$ cat config.mk
export PLATFORM = sky130hd
export DESIGN_NAME = preemptive_priority_scheduler_flat
export DESIGN_NICKNAME = d
export VERILOG_FILES = /design/src/hw/rtl/pps_pkg.sv /design/src/hw/rtl/pps_in_if.sv /design/src/hw/rtl/pps_out_if.sv /design/src/hw/rtl/pps_table.sv /design/src/hw/rtl/pps_ctrl.sv /design/src/hw/rtl/preemptive_priority_scheduler.sv /design/src/flat_wrapper.sv
export SDC_FILE = /design/constraint.sdc
export NUM_CORES = 2
export LEC_CHECK = 0
export BUFFER_PORTS_ARGS = -buffer_cell sky130_fd_sc_hd__buf_4
export CAP_MARGIN = 10
export CORE_MARGIN = 2
export CORE_UTILIZATION = 60
export DETAILED_ROUTE_END_ITERATION = 8
export GPL_ROUTABILITY_DRIVEN = 0
export PLACE_DENSITY = 0.75
export SLEW_MARGIN = 20
export SYNTH_ARGS = -nofsm -noshare
export SYNTH_HDL_FRONTEND = slang
export SYNTH_SLANG_ARGS = --single-unit
$ cat constraint.sdc
create_clock -name clk -period 6.6 [get_ports clk]
set_input_delay 0.66 -clock clk [delete_from_list [all_inputs] [get_ports clk]]
set_output_delay 0.66 -clock clk [all_outputs]
set_load 0.03 [all_outputs]
$ cat src/hw/rtl/pps_pkg.sv
// shared types and constants of the preemptive priority scheduler
// no dependencies
package pps_pkg;

	localparam int TIME_W = 32;
	localparam int ID_W   = 16;
	localparam int ARR_W  = 16;
	localparam int BUR_W  = 16;
	localparam int PRI_W  = 8;

	// action codes
	localparam logic [1:0] ACT_LOAD  = 2'd0;
	localparam logic [1:0] ACT_TICK  = 2'd1;
	localparam logic [1:0] ACT_CLEAR = 2'd2;

	typedef struct packed {
		logic [1:0]       action;
		logic [ID_W-1:0]  proc_id;
		logic [ARR_W-1:0] arrival;
		logic [BUR_W-1:0] burst;
		logic [PRI_W-1:0] prio;
	} req_t;

	// one word of the process table
	typedef struct packed {
		logic [ID_W-1:0]  proc_id;
		logic [ARR_W-1:0] arrival;
		logic [BUR_W-1:0] burst;
		logic [BUR_W-1:0] remaining;
		logic [PRI_W-1:0] prio;
	} entry_t;

	typedef struct packed {
		logic              load_error;
		logic              ran;
		logic [ID_W-1:0]   run_id;
		logic              first_run;
		logic [TIME_W-1:0] response_time;
		logic              finished;
		logic [TIME_W-1:0] turnaround;
		logic [TIME_W-1:0] waiting;
		logic [TIME_W-1:0] time_now;
		logic              all_done;
	} result_t;

endpackage

$ cat src/hw/rtl/pps_in_if.sv
// request channel of the scheduler: valid, ready and one input item
// no dependencies
interface pps_in_if;
	logic        valid;
	logic        ready;
	logic [1:0]  action;
	logic [15:0] proc_id;
	logic [15:0] arrival;
	logic [15:0] burst;
	logic [7:0]  prio;

	modport source (output valid, action, proc_id, arrival, burst, prio, input ready);
	modport sink (input valid, action, proc_id, arrival, burst, prio, output ready);
endinterface

$ cat src/hw/rtl/pps_out_if.sv
// result channel of the scheduler: valid, ready and one result item
// no dependencies
interface pps_out_if;
	logic        valid;
	logic        ready;
	logic        load_error;
	logic        ran;
	logic [15:0] run_id;
	logic        first_run;
	logic [31:0] response_time;
	logic        finished;
	logic [31:0] turnaround;
	logic [31:0] waiting;
	logic [31:0] time_now;
	logic        all_done;

	modport source (output valid, load_error, ran, run_id, first_run, response_time,
		finished, turnaround, waiting, time_now, all_done, input ready);
	modport sink (input valid, load_error, ran, run_id, first_run, response_time,
		finished, turnaround, waiting, time_now, all_done, output ready);
endinterface

$ cat src/hw/rtl/pps_table.sv
// process table memory: one write port, one read port, registered read data
// depends on pps_pkg
module pps_table #(
	parameter int DEPTH = 16
) (
	input  logic                     clk,
	input  logic                     we,
	input  logic [$clog2(DEPTH)-1:0] waddr,
	input  pps_pkg::entry_t          wdata,
	input  logic                     re,
	input  logic [$clog2(DEPTH)-1:0] raddr,
	output pps_pkg::entry_t          rdata
);

	pps_pkg::entry_t mem [DEPTH];

	always_ff @(posedge clk) begin
		if (we) begin
			mem[waddr] <= wdata;
		end
		if (re) begin
			rdata <= mem[raddr];
		end
	end

endmodule

$ cat src/hw/rtl/pps_ctrl.sv
// scheduler sequencer: table scan, pick, write-back, result formation
// depends on pps_pkg; drives the pps_table ports
module pps_ctrl #(
	parameter int MAX_PROCS = 16
) (
	input  logic                         clk,
	input  logic                         arst_n,
	input  logic                         in_valid,
	output logic                         in_ready,
	input  pps_pkg::req_t                in_data,
	output logic                         res_valid,
	input  logic                         res_ready,
	output pps_pkg::result_t             res,
	output logic                         mem_we,
	output logic [$clog2(MAX_PROCS)-1:0] mem_waddr,
	output pps_pkg::entry_t              mem_wdata,
	output logic                         mem_re,
	output logic [$clog2(MAX_PROCS)-1:0] mem_raddr,
	input  pps_pkg::entry_t              mem_rdata
);

	localparam int IDX_W = $clog2(MAX_PROCS);
	localparam int CNT_W = $clog2(MAX_PROCS + 1);
	localparam logic [CNT_W-1:0] FULL = CNT_W'(MAX_PROCS);

	typedef enum logic [2:0] {
		ST_IDLE,
		ST_SCAN,
		ST_UPDATE,
		ST_WRAP,
		ST_OUT
	} state_t;

	state_t                        state_q;
	logic [CNT_W-1:0]              entry_cnt_q;
	logic [CNT_W-1:0]              done_cnt_q;
	logic [pps_pkg::TIME_W-1:0]    clock_q;
	logic [MAX_PROCS-1:0]          started_q;
	logic [MAX_PROCS-1:0]          done_q;
	logic [CNT_W-1:0]              issue_q;
	logic                          vld_s1;
	logic [IDX_W-1:0]              idx_s1;
	logic                          found_q;
	pps_pkg::entry_t               best_q;
	logic [IDX_W-1:0]              best_idx_q;
	pps_pkg::result_t              res_q;

	logic                          accept;
	logic                          full;
	logic                          eligible;
	logic                          better;
	logic [pps_pkg::BUR_W-1:0]     rem_new;
	logic [pps_pkg::BUR_W-1:0]     load_burst;
	logic [pps_pkg::TIME_W-1:0]    clock_nxt;
	logic                          scan_end;
	pps_pkg::entry_t               load_entry;
	pps_pkg::entry_t               upd_entry;
	pps_pkg::result_t              acc_res;

	assign in_ready  = (state_q == ST_IDLE);
	assign accept    = in_valid && in_ready;
	assign full      = (entry_cnt_q == FULL);
	assign res_valid = (state_q == ST_OUT);
	assign res       = res_q;

	assign load_burst = (in_data.burst == '0) ? pps_pkg::BUR_W'(1) : in_data.burst;
	assign load_entry = '{proc_id: in_data.proc_id, arrival: in_data.arrival,
		burst: load_burst, remaining: load_burst, prio: in_data.prio};

	assign rem_new   = (best_q.remaining != '0) ? best_q.remaining - pps_pkg::BUR_W'(1)
		: best_q.remaining;
	assign upd_entry = '{proc_id: best_q.proc_id, arrival: best_q.arrival,
		burst: best_q.burst, remaining: rem_new, prio: best_q.prio};
	assign clock_nxt = (clock_q == '1) ? clock_q : clock_q + pps_pkg::TIME_W'(1);

	// result of an accepted item as it stands before any tick processing
	always_comb begin
		acc_res          = '0;
		acc_res.time_now = clock_q;
		acc_res.all_done = (done_cnt_q == entry_cnt_q);
		case (in_data.action)
			pps_pkg::ACT_LOAD: begin
				if (full) begin
					acc_res.load_error = 1'b1;
				end else begin
					acc_res.all_done = 1'b0;
				end
			end
			pps_pkg::ACT_CLEAR: begin
				acc_res.time_now = '0;
				acc_res.all_done = 1'b1;
			end
			default: begin
			end
		endcase
	end

	// table accesses never overlap: loads only in idle, reads only in scan,
	// the write-back only after the scan has drained
	always_comb begin
		mem_we    = 1'b0;
		mem_waddr = entry_cnt_q[IDX_W-1:0];
		mem_wdata = load_entry;
		if (state_q == ST_UPDATE) begin
			mem_we    = found_q;
			mem_waddr = best_idx_q;
			mem_wdata = upd_entry;
		end else if (accept && in_data.action == pps_pkg::ACT_LOAD && !full) begin
			mem_we = 1'b1;
		end
	end

	assign mem_re    = (state_q == ST_SCAN) && (issue_q != entry_cnt_q);
	assign mem_raddr = issue_q[IDX_W-1:0];
	assign scan_end  = (issue_q == entry_cnt_q) && !vld_s1;

	// selection: smaller priority wins, then earlier arrival, then lower slot
	assign eligible = !done_q[idx_s1]
		&& ({{(pps_pkg::TIME_W-pps_pkg::ARR_W){1'b0}}, mem_rdata.arrival} <= clock_q);
	assign better = !found_q || (mem_rdata.prio < best_q.prio)
		|| ((mem_rdata.prio == best_q.prio) && (mem_rdata.arrival < best_q.arrival));

	always_ff @(posedge clk or negedge arst_n) begin
		if (!arst_n) begin
			state_q     <= ST_IDLE;
			entry_cnt_q <= '0;
			done_cnt_q  <= '0;
			clock_q     <= '0;
			started_q   <= '0;
			done_q      <= '0;
			issue_q     <= '0;
			vld_s1      <= 1'b0;
			found_q     <= 1'b0;
		end else begin
			case (state_q)
				ST_IDLE: begin
					if (accept) begin
						res_q   <= acc_res;
						state_q <= (in_data.action == pps_pkg::ACT_TICK) ? ST_SCAN : ST_OUT;
						case (in_data.action)
							pps_pkg::ACT_LOAD: begin
								if (!full) begin
									started_q[entry_cnt_q[IDX_W-1:0]] <= 1'b0;
									done_q[entry_cnt_q[IDX_W-1:0]]    <= 1'b0;
									entry_cnt_q <= entry_cnt_q + CNT_W'(1);
								end
							end
							pps_pkg::ACT_TICK: begin
								issue_q <= '0;
								found_q <= 1'b0;
							end
							pps_pkg::ACT_CLEAR: begin
								entry_cnt_q <= '0;
								done_cnt_q  <= '0;
								clock_q     <= '0;
								started_q   <= '0;
								done_q      <= '0;
							end
							default: begin
							end
						endcase
					end
				end
				ST_SCAN: begin
					vld_s1 <= mem_re;
					idx_s1 <= issue_q[IDX_W-1:0];
					if (mem_re) begin
						issue_q <= issue_q + CNT_W'(1);
					end
					if (vld_s1 && eligible && better) begin
						found_q    <= 1'b1;
						best_q     <= mem_rdata;
						best_idx_q <= idx_s1;
					end
					if (scan_end) begin
						state_q <= ST_UPDATE;
					end
				end
				ST_UPDATE: begin
					clock_q        <= clock_nxt;
					res_q.time_now <= clock_nxt;
					if (found_q) begin
						res_q.ran    <= 1'b1;
						res_q.run_id <= best_q.proc_id;
						if (!started_q[best_idx_q]) begin
							started_q[best_idx_q] <= 1'b1;
							res_q.first_run       <= 1'b1;
							res_q.response_time   <= clock_q
								- pps_pkg::TIME_W'(best_q.arrival);
						end
						if (rem_new == '0) begin
							done_q[best_idx_q] <= 1'b1;
							done_cnt_q         <= done_cnt_q + CNT_W'(1);
							res_q.finished     <= 1'b1;
							res_q.turnaround   <= clock_nxt
								- pps_pkg::TIME_W'(best_q.arrival);
						end
					end
					state_q <= ST_WRAP;
				end
				ST_WRAP: begin
					res_q.all_done <= (done_cnt_q == entry_cnt_q);
					if (res_q.finished
						&& (res_q.turnaround > pps_pkg::TIME_W'(best_q.burst))) begin
						res_q.waiting <= res_q.turnaround - pps_pkg::TIME_W'(best_q.burst);
					end
					state_q <= ST_OUT;
				end
				ST_OUT: begin
					if (res_ready) begin
						state_q <= ST_IDLE;
					end
				end
				default: begin
					state_q <= ST_IDLE;
				end
			endcase
		end
	end

endmodule

$ cat src/hw/rtl/preemptive_priority_scheduler.sv
// preemptive priority scheduler: top level with result output register
// depends on pps_pkg, pps_in_if, pps_out_if, pps_table, pps_ctrl
//
// usage
//   req carries one item: load a process (id, arrival, burst, priority),
//   advance the clock by one tick, or clear the table and the clock
//   rsp returns exactly one result item per request item, in order
//   load and clear need no table scan: their result is formed at acceptance
//   a tick reads the process table once per loaded entry through the single
//   memory read port, one entry per cycle, then passes through the update and
//   wrap states, which set the clock and the result flags
//   one item is in work at a time; req.ready is high while the sequencer idles
//   the output register decouples the sides: a new item is accepted while
//   the previous result still waits for rsp.ready
//   when the receiver stalls with the output register full, the sequencer
//   holds its finished result and takes no new item until it has moved on
//   reset clears the clock, the counts and the started/done flags at once;
//   table words need no clearing, only entries below the count are read
//   saturating clock at the all-ones value; running entries still progress
module preemptive_priority_scheduler #(
	parameter int MAX_PROCS = 16
) (
	input logic       clk,
	input logic       arst_n,
	pps_in_if.sink    req,
	pps_out_if.source rsp
);

	localparam int IDX_W = $clog2(MAX_PROCS);

	pps_pkg::req_t    req_data;
	pps_pkg::result_t res;
	pps_pkg::result_t out_q;
	logic             out_vld_q;
	logic             res_valid;
	logic             res_ready;
	logic             in_ready;

	logic             mem_we;
	logic [IDX_W-1:0] mem_waddr;
	pps_pkg::entry_t  mem_wdata;
	logic             mem_re;
	logic [IDX_W-1:0] mem_raddr;
	pps_pkg::entry_t  mem_rdata;

	assign req_data = '{action: req.action, proc_id: req.proc_id, arrival: req.arrival,
		burst: req.burst, prio: req.prio};
	assign req.ready = in_ready;

	// output register takes a result when empty or being drained
	assign res_ready = !out_vld_q || rsp.ready;

	pps_ctrl #(
		.MAX_PROCS(MAX_PROCS)
	) u_ctrl (
		.clk       (clk),
		.arst_n    (arst_n),
		.in_valid  (req.valid),
		.in_ready  (in_ready),
		.in_data   (req_data),
		.res_valid (res_valid),
		.res_ready (res_ready),
		.res       (res),
		.mem_we    (mem_we),
		.mem_waddr (mem_waddr),
		.mem_wdata (mem_wdata),
		.mem_re    (mem_re),
		.mem_raddr (mem_raddr),
		.mem_rdata (mem_rdata)
	);

	pps_table #(
		.DEPTH(MAX_PROCS)
	) u_table (
		.clk   (clk),
		.we    (mem_we),
		.waddr (mem_waddr),
		.wdata (mem_wdata),
		.re    (mem_re),
		.raddr (mem_raddr),
		.rdata (mem_rdata)
	);

	always_ff @(posedge clk or negedge arst_n) begin
		if (!arst_n) begin
			out_vld_q <= 1'b0;
		end else if (res_ready) begin
			out_vld_q <= res_valid;
		end
	end

	// payload needs no reset
	always_ff @(posedge clk) begin
		if (res_ready && res_valid) begin
			out_q <= res;
		end
	end

	assign rsp.valid         = out_vld_q;
	assign rsp.load_error    = out_q.load_error;
	assign rsp.ran           = out_q.ran;
	assign rsp.run_id        = out_q.run_id;
	assign rsp.first_run     = out_q.first_run;
	assign rsp.response_time = out_q.response_time;
	assign rsp.finished      = out_q.finished;
	assign rsp.turnaround    = out_q.turnaround;
	assign rsp.waiting       = out_q.waiting;
	assign rsp.time_now      = out_q.time_now;
	assign rsp.all_done      = out_q.all_done;

endmodule

$ cat src/flat_wrapper.sv
// flat-port wrapper written by rule: the top's interface ports become plain ports
module preemptive_priority_scheduler_flat 
#(
	parameter int MAX_PROCS = 16
)
  (clk, arst_n, req_valid, req_action, req_proc_id, req_arrival, req_burst, req_prio, req_ready, rsp_valid, rsp_load_error, rsp_ran, rsp_run_id, rsp_first_run, rsp_response_time, rsp_finished, rsp_turnaround, rsp_waiting, rsp_time_now, rsp_all_done, rsp_ready);
  pps_in_if req_i ();
  pps_out_if rsp_i ();
  input logic clk;
  input logic arst_n;
  input wire logic [$bits(req_i.valid)-1:0] req_valid;
  input wire logic [$bits(req_i.action)-1:0] req_action;
  input wire logic [$bits(req_i.proc_id)-1:0] req_proc_id;
  input wire logic [$bits(req_i.arrival)-1:0] req_arrival;
  input wire logic [$bits(req_i.burst)-1:0] req_burst;
  input wire logic [$bits(req_i.prio)-1:0] req_prio;
  output wire logic [$bits(req_i.ready)-1:0] req_ready;
  output wire logic [$bits(rsp_i.valid)-1:0] rsp_valid;
  output wire logic [$bits(rsp_i.load_error)-1:0] rsp_load_error;
  output wire logic [$bits(rsp_i.ran)-1:0] rsp_ran;
  output wire logic [$bits(rsp_i.run_id)-1:0] rsp_run_id;
  output wire logic [$bits(rsp_i.first_run)-1:0] rsp_first_run;
  output wire logic [$bits(rsp_i.response_time)-1:0] rsp_response_time;
  output wire logic [$bits(rsp_i.finished)-1:0] rsp_finished;
  output wire logic [$bits(rsp_i.turnaround)-1:0] rsp_turnaround;
  output wire logic [$bits(rsp_i.waiting)-1:0] rsp_waiting;
  output wire logic [$bits(rsp_i.time_now)-1:0] rsp_time_now;
  output wire logic [$bits(rsp_i.all_done)-1:0] rsp_all_done;
  input wire logic [$bits(rsp_i.ready)-1:0] rsp_ready;
  assign req_i.valid = req_valid;
  assign req_i.action = req_action;
  assign req_i.proc_id = req_proc_id;
  assign req_i.arrival = req_arrival;
  assign req_i.burst = req_burst;
  assign req_i.prio = req_prio;
  assign req_ready = req_i.ready;
  assign rsp_valid = rsp_i.valid;
  assign rsp_load_error = rsp_i.load_error;
  assign rsp_ran = rsp_i.ran;
  assign rsp_run_id = rsp_i.run_id;
  assign rsp_first_run = rsp_i.first_run;
  assign rsp_response_time = rsp_i.response_time;
  assign rsp_finished = rsp_i.finished;
  assign rsp_turnaround = rsp_i.turnaround;
  assign rsp_waiting = rsp_i.waiting;
  assign rsp_time_now = rsp_i.time_now;
  assign rsp_all_done = rsp_i.all_done;
  assign rsp_i.ready = rsp_ready;
  preemptive_priority_scheduler #(.MAX_PROCS(MAX_PROCS)) u_core (.clk(clk), .arst_n(arst_n), .req(req_i), .rsp(rsp_i));
endmodule
==> key figures <==
Die
  • Die W: 341 µm
  • # rows: 123
  • I/O pin cnt: 213
  • Chip height: 341 µm
  • Core ar.: 0.113 mm²
  • Initial core utilization: 60.5%
  • DIE AREA: 0.116 mm²

STA
  • Highest clock rate: 190 MHz
  • Final cycle utilization of the critical path: 79.6%
  • Worst-Margin Slew: 1.17 ns
  • Relative slew slack: 21.7%
  • Final setup violation count: 0
  • Total Neg Setup Slack: 0 ns
  • Unrepaired setup endpoints after global routing: no
  • Slew Limit Fails: 0
  • Min Tclk post-route: 5.26 ns
  • Hold Fails Final Rpt: 0
  • Final WS setup: 1.34 ns
  • Worst Clk Skew: 0.0362 ns

Power
  • Worst VDD drop: 0.372 mV
  • Sw Pwr: 0.00973 W
  • Tot Pwr: 0.0318 W
  • Comb power frac: 27.6%
  • Cell Int Power: 0.0221 W
  • Switching share of total power: 30.6%
  • Reg power frac: 44.0%
  • Clock network fraction of design power: 28.4%
  • Leakage dissipation: 26.0 nW
  • Pwr per Cell Area: 411 mW/mm²

Critical path
  • Critical-path maximum fanout: 10
  • Worst Setup Start Kind: register
  • CP Capture Type: register
  • Setup Crit Path Kind: reg -> reg
  • Critical path arrival: 5.76 ns
  • CP required: 7.10 ns

Route
  • Via count: 36061
  • Drt pass-1 iters: 5
  • DR DRC count: 0
  • Post-DRT Antenna Nets: 0
  • Vias per cell: 6.44
  • Initial DRC Count: 4216
  • Wirelength per Cell: 28.6 µm
  • Final WL: 160000 µm

Clocking
  • CTS Sinks: 1687
  • Post-CTS setup buffer count: 0
  • Post-CTS sizing: 0
  • Root Driver: clkbuf_16
  • Skew-Pair Late Insertion Delay: 0.79 ns
  • H-tree levels: 4
  • Num CTS Buffers: 166
  • Clk pin slew, worst setup/hold paths: 0.07 ns
  • Clock Path Buffers: 3
  • CTS tree: done

Synth
  • Syn Area/Cell: 18.8 µm²
  • Mux share of post-synthesis cell area: 12.8%
  • Syn Inst Count: 3629
  • Synth warnings: 0
  • XOR/XNOR Fraction of Synth Area: 1.54%
  • Largest family of logic cells by synthesized area: multiplexers
  • Yosys reg bits: 1687
  • Synthesized Nets: 3789
  • Ys flop type: edfxtp_1
  • Post-synth EDFFs: 1602
  • Register area share after synthesis: 73.7%
  • Synth Area in Compound Gates: 3.66%
  • Post-synthesis cell area: 0.0682 mm²
  • Post-Synth Adder-Cell Area: 1.83%
  • Synth unique cells: 90
  • FFs w/ async S/R, synth: 5.04%
  • Post-Synth Simple-Gate Area: 5.08%

GRT
  • Largest net degree at the start of global routing: 126
  • First-pass GRT wire length: 238000 µm
  • Tot GR Track Use: 28.0%
  • Number of global-route vias before repair: 37020
  • Initial antenna violation count: 2
  • GR Overflow Total: 0

Finish
  • Fillers: 6944
  • Layout cells sized above 1: 25.1%
  • Layout area overhead: 13.4%
  • Final layout net count: 4114

Place
  • Worst slack, placed: 1.45 ns
  • DP HPWL: 92100 µm
  • IO buf count: 212

Run
  • Maxcap violations: 0

Outcome
  • Status: completed

Min path
  • Hold Path Class: in -> reg
## synth_stat cells (all sizes together), types with 28 or more instances
cell / number / share of area, %
and2: 31 / 0.29
nor2: 211 / 1.2
nor3: 52 / 0.45
nand2: 156 / 0.87
edfxtp: 1602 / 71
xor2: 51 / 0.66
clkbuf: 99 / 0.54
nand2b: 30 / 0.28
mux4: 370 / 12
nand4: 28 / 0.30
a21o: 36 / 0.40
xnor2: 66 / 0.88
o21ai: 132 / 0.97
inv: 83 / 0.46
nand3: 43 / 0.33
buf: 62 / 0.40
dfrtp: 85 / 3.1
a21oi: 93 / 0.69
ha: 95 / 1.7
## registers in the layout, indices dropped and copies added, names as in the netlist, 32 cells and up
| register | flops |
|---|---|
| u_core.rsp.time_now | 32 |
| u_core.rsp.turnaround | 32 |
| u_core.u_ctrl.best_q | 72 |
| u_core.rsp.waiting | 32 |
| u_core.rsp.response_time | 32 |
| u_core.u_ctrl.res | 149 |
| u_core.u_table.rdata | 72 |
| u_core.u_table.mem | 1152 |
| u_core.u_ctrl.clock_q | 32 |
## metal layers
layer	GRT usage [%]	part of all wire [%]	up-vias	routed length [µm]
met5	0	0.0081	-	13
li1	-	-	15251	-
met4	10.1	3.4	2	5430
met2	47.2	51	1795	81700
met3	4.25	7.6	333	12100
met1	37.6	38	18680	60800
## through the flow
step	hold slack [ns]	area (µm²)	cells	util, %
floorplan	0.364	68200	3629	-
global placement	0.401	72100	5285	64.0
detailed placement	0.405	72100	5285	64.0
CTS	0.151	77300	5597	68.6
global route	0.187	77300	5597	68.7
finish	0.199	77300	5598	68.7
## power groups by stage
stage / registers [W] / logic, W / clock network (W)
finish: 0.0140 / 0.00877 / 0.00903
global route: 0.0141 / 0.00939 / 0.00956
CTS: 0.0140 / 0.00882 / 0.00913
detailed placement: 0.0142 / 0.00871 / 0
global placement: 0.0141 / 0.00860 / 0
floorplan: 0.0142 / 0.00618 / 0
## worst max-delay path, stage by stage, from the launching register on
cell and delay (ns):
dfrtp_1 0.60, nand3_1 0.31, nor4_4 0.59, and2_1 0.33, nand2_2 0.15, xnor2_1 0.19
ha_1 0.19, inv_1 0.06, fa_1 0.44, a211oi_1 0.28, nor2_1 0.12, and4_4 0.20
or4_4 0.55, a41o_4 0.33, nor3_4 0.24, a21boi_2 0.20, xnor2_1 0.12, nor2_1 0.05
## worst paths after layout
check / cells past startpoint / start / end / slack [ns]
min: 2 / req_action[0] / u_core.u_ctrl.res[148] / 0.20
max: 17 / u_core.u_ctrl.clock_q[21] / u_core.u_ctrl.res[91] / 1.34
min reg2reg: 0 / u_core.u_ctrl.res[60] / u_core.rsp.waiting[27] / 0.40
min in group asynchronous: 2 / arst_n / u_core.rsp.valid / 0.41
max reg2reg: 17 / u_core.u_ctrl.clock_q[21] / u_core.u_ctrl.res[91] / 1.34
max in group asynchronous: 3 / arst_n / u_core.u_ctrl.issue_q[1] / 5.01
## layout make-up
type	count	area [µm²]	share of cell area [%]
repair buffers	318	2530	3.27
diodes	1	2.50	0.00324
inverters	83	312	0.403
clock buffers	211	4410	5.70
well taps	1500	1880	2.43
clock inverters	100	782	1.01
multi-input cells	1698	17200	22.2
flip-flops and latches	1687	50200	65.0
## cell usage in the layout, fill, tap and decap left out, types with 46 or more instances in the layout
master / synthesis / layout
mux4_2: 370 / 370
buf_4: 4 / 306
nor2_1: 211 / 193
nand2_1: 154 / 154
a21oi_1: 91 / 89
o21ai_0: 128 / 122
ha_1: 95 / 95
inv_1: 83 / 82
dfrtp_1: 85 / 81
clkbuf_16: 0 / 168
edfxtp_1: 1602 / 1602
xnor2_1: 63 / 63
clkinv_1: 0 / 46
xor2_1: 51 / 51
## what timing repair did
item / in CTS / in global routing
setup endpoints to repair: 0 / 0
hold buffers: 1 / 0
endpoints found under the hold margin: 33 / 0
## cells by family (layout without fill, tap and decap cells)
logic type / Yosys count / count (layout)
adder cells (fa/ha/maj): 98 / 98
multiplexers: 407 / 407
AO/OA/AOI/OAI: 399 / 399
XOR/XNOR: 117 / 117
other: 0 / 1
flip-flops: 1687 / 1687
buffers and inverters: 244 / 712
AND/OR/NAND/NOR: 677 / 677
(Power assumes the default switching activity.)
